==> config.mk <==
export PLATFORM = sky130hd
export DESIGN_NAME = uas2d_ctrl
export DESIGN_NICKNAME = d
export VERILOG_FILES = /design/src/sv/uas2d_pkg.sv /design/src/sv/uas2d_ctrl.sv
export SDC_FILE = /design/constraint.sdc
export NUM_CORES = 1
export LEC_CHECK = 0
export BUFFER_PORTS_ARGS = -buffer_cell sky130_fd_sc_hd__buf_2
export CAP_MARGIN = 0
export CELL_PAD_IN_SITES_DETAIL_PLACEMENT = 2
export CELL_PAD_IN_SITES_GLOBAL_PLACEMENT = 2
export CORE_UTILIZATION = 33
export DETAILED_ROUTE_END_ITERATION = 16
export PLACE_DENSITY_LB_ADDON = 0.08
export SYNTH_ARGS = -nofsm -noshare
export SYNTH_HDL_FRONTEND = slang
export SYNTH_SLANG_ARGS = --single-unit
export TNS_END_PERCENT = 50
==> constraint.sdc <==
create_clock -name clk -period 3.18 [get_ports clk]
set_input_delay 0.477 -clock clk [delete_from_list [all_inputs] [get_ports clk]]
set_output_delay 0.477 -clock clk [all_outputs]
set_load 0.02 [all_outputs]
==> src/sv/uas2d_pkg.sv <==
// uas2d_pkg: shared constants, command and status types for the upwind advection stencil
// used by uas2d_ctrl, uas2d_dpath and the top level upwind_advection_stencil_2d_unit
// no dependencies
package uas2d_pkg;

    // parameter defaults
    localparam int MAX_WIDTH_DEF  = 1024;
    localparam int VALUE_BITS_DEF = 32;
    localparam int FRAC_BITS_DEF  = 16;

    // cell layout and register widths
    localparam int NQ           = 4;
    localparam int DT_BITS      = 31;
    localparam int GW_BITS      = 11;
    localparam int GH_BITS      = 16;
    localparam int CFG_BITS     = 31;
    localparam int CFG_IDX_BITS = 2;
    localparam int CNT_BITS     = 18;

    // register indexes
    localparam logic [CFG_IDX_BITS-1:0] REG_GRID_WIDTH  = 2'd0;
    localparam logic [CFG_IDX_BITS-1:0] REG_GRID_HEIGHT = 2'd1;
    localparam logic [CFG_IDX_BITS-1:0] REG_DT_OVER_DX  = 2'd2;
    localparam logic [CFG_IDX_BITS-1:0] REG_DT_OVER_DY  = 2'd3;

    localparam logic [GW_BITS-1:0] GRID_WIDTH_RST  = 11'd1024;
    localparam logic [GH_BITS-1:0] GRID_HEIGHT_RST = 16'd1024;

    // datapath operations
    localparam int OP_BITS = 4;
    typedef logic [OP_BITS-1:0] op_t;

    localparam op_t OP_NONE = 4'd0;
    localparam op_t OP_LOAD = 4'd1;
    localparam op_t OP_RD0  = 4'd2;
    localparam op_t OP_RD1  = 4'd3;
    localparam op_t OP_RD2  = 4'd4;
    localparam op_t OP_DIV  = 4'd5;
    localparam op_t OP_VST  = 4'd6;
    localparam op_t OP_FACE = 4'd7;
    localparam op_t OP_MUL  = 4'd8;
    localparam op_t OP_MST  = 4'd9;
    localparam op_t OP_ACC  = 4'd10;
    localparam op_t OP_OUT  = 4'd11;

    // velocity slots: left, centre x, right, bottom, centre y, top
    localparam logic [2:0] SEL_LAST = 3'd5;

    typedef struct packed {
        op_t        op;
        logic [2:0] sel;
        logic [1:0] qsel;
    } cmd_t;

    typedef struct packed {
        logic emit;
        logic div_busy;
        logic div_done;
        logic out_free;
    } status_t;

endpackage

==> src/sv/uas2d_ctrl.sv <==
// uas2d_ctrl: sequencer for one cell: line store access, six divisions, flux and update steps
// drives uas2d_dpath through cmd_t and reads status_t, needs uas2d_pkg
module uas2d_ctrl (
    input  logic               clk,
    input  logic               rst_n,
    input  logic               s_tvalid,
    output logic               s_tready,
    input  uas2d_pkg::status_t status,
    output uas2d_pkg::cmd_t    cmd
);
    import uas2d_pkg::*;

    localparam logic [3:0] ST_IDLE = 4'd0;
    localparam logic [3:0] ST_RD0  = 4'd1;
    localparam logic [3:0] ST_RD1  = 4'd2;
    localparam logic [3:0] ST_RD2  = 4'd3;
    localparam logic [3:0] ST_DIVS = 4'd4;
    localparam logic [3:0] ST_DIVW = 4'd5;
    localparam logic [3:0] ST_FACE = 4'd6;
    localparam logic [3:0] ST_MUL  = 4'd7;
    localparam logic [3:0] ST_MST  = 4'd8;
    localparam logic [3:0] ST_ACC  = 4'd9;
    localparam logic [3:0] ST_OUT  = 4'd10;

    localparam logic [1:0] Q_LAST = 2'(NQ - 1);

    logic [3:0] state_reg, state_next;
    logic [2:0] k_reg, k_next;
    logic [2:0] m_reg, m_next;
    logic [1:0] q_reg, q_next;

    // next state and commands
    always_comb
    begin
        state_next = state_reg;
        k_next     = k_reg;
        m_next     = m_reg;
        q_next     = q_reg;
        s_tready   = 1'b0;
        cmd.op     = OP_NONE;
        cmd.sel    = 3'd0;
        cmd.qsel   = q_reg;
        case (state_reg)
            ST_IDLE:
            begin
                s_tready = 1'b1;
                if (s_tvalid)
                begin
                    cmd.op     = OP_LOAD;
                    state_next = ST_RD0;
                end
            end
            ST_RD0:
            begin
                cmd.op     = OP_RD0;
                state_next = ST_RD1;
            end
            ST_RD1:
            begin
                cmd.op     = OP_RD1;
                state_next = ST_RD2;
            end
            ST_RD2:
            begin
                cmd.op     = OP_RD2;
                k_next     = 3'd0;
                state_next = status.emit ? ST_DIVS : ST_IDLE;
            end
            ST_DIVS:
            begin
                cmd.op     = OP_DIV;
                cmd.sel    = k_reg;
                state_next = ST_DIVW;
            end
            ST_DIVW:
            begin
                cmd.sel = k_reg;
                if (status.div_done)
                begin
                    cmd.op = OP_VST;
                    if (k_reg == SEL_LAST)
                        state_next = ST_FACE;
                    else
                    begin
                        k_next     = k_reg + 1'b1;
                        state_next = ST_DIVS;
                    end
                end
            end
            ST_FACE:
            begin
                cmd.op     = OP_FACE;
                m_next     = 3'd0;
                q_next     = 2'd0;
                state_next = ST_MUL;
            end
            ST_MUL:
            begin
                cmd.op     = OP_MUL;
                cmd.sel    = m_reg;
                state_next = ST_MST;
            end
            ST_MST:
            begin
                cmd.op  = OP_MST;
                cmd.sel = m_reg;
                if (m_reg == SEL_LAST)
                    state_next = ST_ACC;
                else
                begin
                    m_next     = m_reg + 1'b1;
                    state_next = ST_MUL;
                end
            end
            ST_ACC:
            begin
                cmd.op = OP_ACC;
                m_next = 3'd0;
                if (q_reg == Q_LAST)
                    state_next = ST_OUT;
                else
                begin
                    q_next     = q_reg + 1'b1;
                    state_next = ST_MUL;
                end
            end
            ST_OUT:
            begin
                if (status.out_free)
                begin
                    cmd.op     = OP_OUT;
                    state_next = ST_IDLE;
                end
            end
            default:
            begin
                state_next = ST_IDLE;
            end
        endcase
    end

    // state registers
    always_ff @(posedge clk or negedge rst_n)
    begin
        if (!rst_n)
        begin
            state_reg <= ST_IDLE;
            k_reg     <= '0;
            m_reg     <= '0;
            q_reg     <= '0;
        end
        else
        begin
            state_reg <= state_next;
            k_reg     <= k_next;
            m_reg     <= m_next;
            q_reg     <= q_next;
        end
    end

endmodule

# --- Word-level counts from Yosys, hierarchy flattened ---
# Cells that the tools add are included.
# W data, S select, Z words.
op_classes:
  add_sub_neg: 3
  mul: 0
  div: 0
  n_lt_le_gt_ge: 0
  eq_ne: 19
  shifts: 0
  mux: 21
  n_bitwise: 0
  n_reduce_logical: 11
ops:
  columns: ["cell", "count"]
  rows:
  - ["$pmux W4 S11", 2]
  - ["$mux W4", 6]
  - ["$pmux W3 S2", 3]
  - ["$eq A4 B3 Y1 const B", 4]
  - ["$mux W3", 5]
  - ["$eq A4 B4 Y1 const B", 3]
  - ["$ne A2 B2 Y1 const B", 6]
  - ["$eq A4 B2 Y1 const B", 2]
  - ["$add A3 B1 Y3 const B", 2]
  - ["$eq A3 B3 Y1 const B", 2]
  - ["$reduce_and A3 Y1", 2]
  - ["$reduce_bool A2 Y1", 3]
  - ["$reduce_or A2 Y1", 3]
  - ["$eq A4 B1 Y1 const B", 1]
  - ["$logic_not A4 Y1", 1]
  - ["$mux W2", 2]
  - ["$pmux W2 S2", 1]
  - ["$reduce_and A2 Y1", 2]
  - ["$add A2 B1 Y2 const B", 1]
  - ["$eq A2 B2 Y1 const B", 1]
  - ["$mux W1", 2]
totals:
  regBits: 12
  latchBits: 0
  ram_bits: 0
  mem_bits_ro: 0
  inputBits: 7
  out_inout_bits: 10
  elab_cells: 58
  n_memories: 0

# --- Longest topological paths before layout ---
# Gate-level depths: netlist of the first run.
depth:
  depth_word: 4
  depth_mapped: 6

# --- Worst setup path before layout of the first run ---
# No wires, ideal clock.
synth_timing:
  kind: "reg-to-output"
  from: "register state_reg[2]"
  to: "output cmd[2] (netlist name)"
  arrival_ns: 1.458
  required_time_ns: 2.703
  slack_ns: 1.245
  path_stages_with_launch: 5
  n_path_buf: 0
  path_cell_list: "dfrtp_1 -> or2b_4 -> nor2_1 -> a22oi_1 -> o21ai_0"
synth_lines:
  columns: ["item", "line_no", "rtl"]
  rows:
  - ["start: declaration", "uas2d_ctrl.sv:27", "logic [3:0] state_reg, state_next;"]
  - ["start signal: assignment", "uas2d_ctrl.sv:154", "state_reg <= state_next;"]
  - ["end: declaration", "uas2d_ctrl.sv:9", "output uas2d_pkg::cmd_t cmd"]

==> metrics.cfg, run 1 <==
[sta]
min_period_ns=2.60
finClkSkew_ns=0.00183
tightestPinTransition_ns=0.618
finalSetupViolations=0
hold_viol=0
post-route-period-util=0.816
fmax_ghz=0.385
rsz0062_at_grt=false
whs_ns=0.0768
slew_headroom=0.588
setup_tns_ns=0
slew_violations=0

[run]
drv_cap=0

[clock_tree]
numCtsBuffers=3
tritoncts=built
clkLatencyLatePin_ns=0.27
clockBufferDepth=2
cts_max_level=1
cts_hold_buf=0
post_cts_resize_count=0
path_clk_slew_ns=0.08
post_cts_buffers=0
clock-root-buffer=clkbuf_4
cts_num_sinks=12

[layout]
fillCellCount=306
multi_input_area_um2=573
fin_area_um2=1050
seq_area_um2=300
final_layout_size_suffix_gt1_frac=0.242
instances_no_fill=150
nets=133
largest_reg_flops=4
area_growth_pct=12.1
num_antenna_cells=0

[global_route]
grt_pass1_vias=910
grt_usage=0.181
overflow=0
grt_max_degree=22
antenna_found_initial=0
grt_pass1_wl_um=4390

[critical_path]
reg2reg_slack_ns=1.41
path_max_fanout=21
cp.arrival_ns=2.12
reg2reg_depth=4
slowest_delay_ns=0.74
reg2reg_to=q_reg[0]
start_kind=register
path_cells=or2b_4 > nor2_1 > a22oi_1 > o21ai_0 > buf_2
critPathKind=reg2out
path_buf_inv=1
rr_startpoint=state_reg[3]
crit_path_end_kind=primary output
worstPathRequired_ns=2.70
critical_path.top_delay_family=flip-flops
cp_slowest_cell=dfrtp_1

[floorplanning]
die-area_um2=3060
start_util=0.362
fp.dieW_um=55.3
fp.dieH_um=55.3
core_um2=2590
io_pins=17
rows=18

[routing]
vias=835
drt_wl_total_um=2490
drt_iter0_drc=13
wire_per_inst_um=16.6
drc=0
via_per_inst=5.57
firstDrtPassIters=4
antenna_left=0

[placement]
portBuffers=15
place.gp.congestion=0.724
dpl_cell_area_um2=1020
dpl.hpwl_um=1900
post-place-cells=146

[logic_synthesis]
avgSynthCellArea_um2=8.77
async_flop_share=1.00
synthesis.nets=119
synth_cell_types=40
synth_top_cell_by_area=dfrtp_1
synthTopCellsByArea=dfrtp_1 (32%), ha_1 (6.7%), o21ai_0 (6.4%)
synth_cells=107
ys_seq_area_frac=0.320
synthDominantCellAreaShare=0.320
ys_ff_latch=12
synth_commonest_cells=dfrtp_1 (12), o21ai_0 (12), nand2_1 (8), nor2_1 (8), inv_1 (6)
syn_area_um2=938
synth_edf_count=0
synth_ff_type=dfrtp_1
synth_warnings=0

[power]
p_per_area_nw_per_um2=872
power_leakage_nw=0.471
ir_drop_mv=0.412
total_power_mw=0.917

[outcome]
status=complete, no violations

[worst_hold_path]
hp-class=in2async

[worst max path at each step]
stage	startpoint	end	slack [ns]	cells after the start
floorplan	state_reg[2]	cmd[2]	1.25	4
global placement	state_reg[3]	cmd[4]	0.91	5
detailed placement	state_reg[3]	cmd[4]	0.88	5
CTS	state_reg[3]	cmd[4]	0.56	5
global route	state_reg[3]	cmd[2]	0.40	5
finish	state_reg[3]	cmd[4]	0.58	5
[per-layer routing]
metal / global-route usage / vias to the layer above / wire [um]
met5: 0 / - / 0
met4: 0.0393 / 0 / 10
met3: 0.0492 / 2 / 68
met2: 0.296 / 10 / 1210
met1: 0.239 / 409 / 1200
li1: - / 414 / -
[layout make-up]
| class | instances | area share |
|---|---|---|
| Tap cell | 30 | 0.0357 |
| Inverter | 6 | 0.0214 |
| Clock buffer | 4 | 0.0345 |
| Sequential cell | 12 | 0.285 |
| Multi-Input combinational cell | 82 | 0.545 |
| Timing Repair Buffer | 16 | 0.0785 |
[layout by cell type (no fill, tap or decap), types with 2 or more instances in the layout]
cell       n
a22oi_1    3
dfrtp_1   12
o21ai_0   12
nor2_1     8
nand4_1    2
a22o_1     4
a21oi_2    2
ha_1       5
a32o_1     2
nand2_1    8
nand2b_1   4
a21oi_1    3
nor2b_1    4
buf_2     15
clkbuf_4   3
xor2_1     2
inv_1      6
nand3_1    3
[through the flow]
step | utilization | setup WS (ns)
3_3_place_gp | 0.392 | 0.906
4_1_cts | 0.406 | 0.557
6_report | 0.406 | 0.584
5_1_grt | 0.406 | 0.396
2_1_floorplan | - | 1.25
3_5_place_dp | 0.392 | 0.875
[power by group]
| part | switching, mW | internal (mW) |
|---|---|---|
| Combinational | 0.257 | 0.202 |
| Clock | 0.0534 | 0.0696 |
| Sequential | 0.132 | 0.202 |
| Total | 0.443 | 0.474 |
[logic make-up (layout without fill, tap and decap cells)]
kind of cell / count (synthesis) / in the layout / share of synthesized area
buffers and inverters: 13 / 26 / 0.0693
multiplexers: 2 / 2 / 0.0227
flip-flops: 12 / 12 / 0.320
adder cells (fa/ha/maj): 5 / 5 / 0.0667
XOR/XNOR: 2 / 2 / 0.0187
AND/OR/NAND/NOR: 38 / 38 / 0.244
AO/OA/AOI/OAI: 35 / 35 / 0.259
Power figures use the tool's default switching activity.
==> inputs of run 2 (changes only) <==
--- a/config.mk
+++ b/config.mk
@@ -9,7 +9,7 @@
 export CAP_MARGIN = 0
 export CELL_PAD_IN_SITES_DETAIL_PLACEMENT = 2
 export CELL_PAD_IN_SITES_GLOBAL_PLACEMENT = 2
-export CORE_UTILIZATION = 33
+export CORE_UTILIZATION = 29
 export DETAILED_ROUTE_END_ITERATION = 16
 export PLACE_DENSITY_LB_ADDON = 0.08
 export SYNTH_ARGS = -nofsm -noshare
==> constraint.sdc (replaced) <==
create_clock -name clk -period 2.16 [get_ports clk]
set_input_delay 0.324 -clock clk [delete_from_list [all_inputs] [get_ports clk]]
set_output_delay 0.324 -clock clk [all_outputs]
set_load 0.02 [all_outputs]
==> run 2 against run 1 <==
Net effect:
- routed wire length increased by 11%
- sequential power is 18% higher
- global-route usage is 0.43 points higher
- utilization shrank 3.7 points
- hold slack improved by 0.31 ns
- register-to-register slack got worse by 0.83 ns
- first-iteration DRC count is 100% higher
- sequential share of layout area down 1.8 points
- via count is 5.6% higher
- critical path type unchanged
- critical endpoint is now cmd[3]
- largest power group unchanged
- highest routed layer unchanged
==> metrics.cfg, run 2 (synthesis results as in run 1) <==
[outcome]
status=complete, no violations

[routing]
wire_per_inst_um=16.1
drt_iter0_drc=26
drt_wl_total_um=2760
drc=0
via_per_inst=5.16
antenna_left=0
firstDrtPassIters=4
vias=882

[power]
p_int_mw=0.756
clock_power_share=0.132
p_seq_frac=0.274
ir_drop_mv=0.400
swShare=0.476
p_per_area_nw_per_um2=1280
power_leakage_nw=0.504
p_comb_frac=0.594
switchingPower_mw=0.688

[global_route]
antenna_found_initial=0
grt_usage=0.186
grt_pass1_vias=959
grt_pass1_wl_um=4710
grt_max_degree=16
overflow=0

[critical_path]
reg2reg_slack_ns=0.58
start_kind=register
crit_path_end_kind=primary output
cp.arrival_ns=1.72
critPathCapture=cmd[3]
worstPathRequired_ns=1.84
path_max_fanout=13
cp-startpoint=state_reg[2]
reg2reg_to=m_reg[2]
critPathKind=reg2out
reg2reg_depth=6
rr_startpoint=state_reg[2]

[clock_tree]
clock-root-buffer=clkbuf_4
clockBufferDepth=2
numCtsBuffers=3
cts_num_sinks=12
cts_max_level=1
path_clk_slew_ns=0.09
post_cts_buffers=0
clkLatencyLatePin_ns=0.27
tritoncts=built

[layout]
area_growth_pct=20.3
final_common_cell=buf_2
nets=140
final_layout_size_suffix_gt1_frac=0.291
num_antenna_cells=0
largest_reg_flops=4
layout_common_cells=buf_2 (15), o21ai_0 (12), dfrtp_1 (11), nand2_1 (8)
instances_no_fill=171
fin_area_um2=1130

[floorplanning]
core_um2=3050
fp.dieW_um=58.9
io_pins=17
fp.dieH_um=58.9
rows=20
die-area_um2=3470
start_util=0.307

[sta]
slew_violations=0
rsz0062_at_grt=false
setup_tns_ns=0
finalSetupViolations=0
slew_headroom=0.639
min_period_ns=2.04
tightestPinTransition_ns=0.536
fmax_ghz=0.489
post-route-period-util=0.946
finClkSkew_ns=0.000383
hold_viol=0

[placement]
place.gp.congestion=0.692
post-place-cells=166
dpl_cell_area_um2=1080
portBuffers=15
dpl.hpwl_um=2180

[run]
drv_cap=0

[worst_hold_path]
hp-class=in2reg
min_path_cells=3

==> run 2: critical path, stage by stage, from the launching register on <==
cell      delay (ns)
dfrtp_1         0.41
buf_4           0.23
nand2b_1        0.10
nor2_1          0.26
o21ai_0         0.15
o31ai_1         0.09
buf_2           0.21
==> run 2: how the worst min path moves through the flow <==
stage	start	to	slack, ns
finish	status[3]	state_reg[2]	0.39
global route	status[3]	state_reg[2]	0.39
CTS	status[3]	state_reg[2]	0.39
detailed placement	rst_n	state_reg[3]	0.24
global placement	rst_n	state_reg[3]	0.23
floorplan	rst_n	k_reg[0]	0.03
==> run 2: layout make-up <==
cell class | count | area [um^2]
Fill cell | 362 | 1920
Multi-Input combinational cell | 82 | 576
Sequential cell | 12 | 302
Timing Repair Buffer | 23 | 138
Clock buffer | 4 | 36.3
Inverter | 6 | 22.5
Tap cell | 44 | 55.1
==> run 2: power groups by stage <==
stage	Clock, mW	Combinational (mW)	Sequential, mW
after floorplan	0	0.602	0.389
after global placement	0	0.832	0.399
after detailed placement	0	0.859	0.402
after CTS	0.199	0.869	0.397
after global routing	0.208	0.962	0.412
final	0.191	0.857	0.396
==> run 2: per-layer routing <==
layer  vias to the layer above  wire [um]  track usage
li1                        427          -            -
met1                       447       1330        0.254
met2                         6       1370        0.305
met3                         2         40       0.0198
met4                         0         17       0.0612
met5                         -          0            0
==> run 2: stage by stage <==
| stage | power (mW) | hold WS [ns] | setup slack [ns] | utilization |
|---|---|---|---|---|
| 2_1_floorplan | 0.991 | 0.0284 | 0.378 | - |
| 3_3_place_gp | 1.23 | 0.231 | 0.364 | 0.353 |
| 3_5_place_dp | 1.26 | 0.237 | 0.291 | 0.353 |
| 4_1_cts | 1.47 | 0.395 | 0.0735 | 0.369 |
| 5_1_grt | 1.58 | 0.394 | 0.00174 | 0.370 |
| 6_report | 1.44 | 0.388 | 0.116 | 0.370 |
==> run 2: timing repair <==
item | in CTS | in global routing
endpoints found under the setup margin | 2 | 2
hold buffers | 1 | 0
cloned | 0 | 0
resized for setup | 1 | 1
pin swaps | 0 | 0
endpoints found under the hold margin | 12 | 0
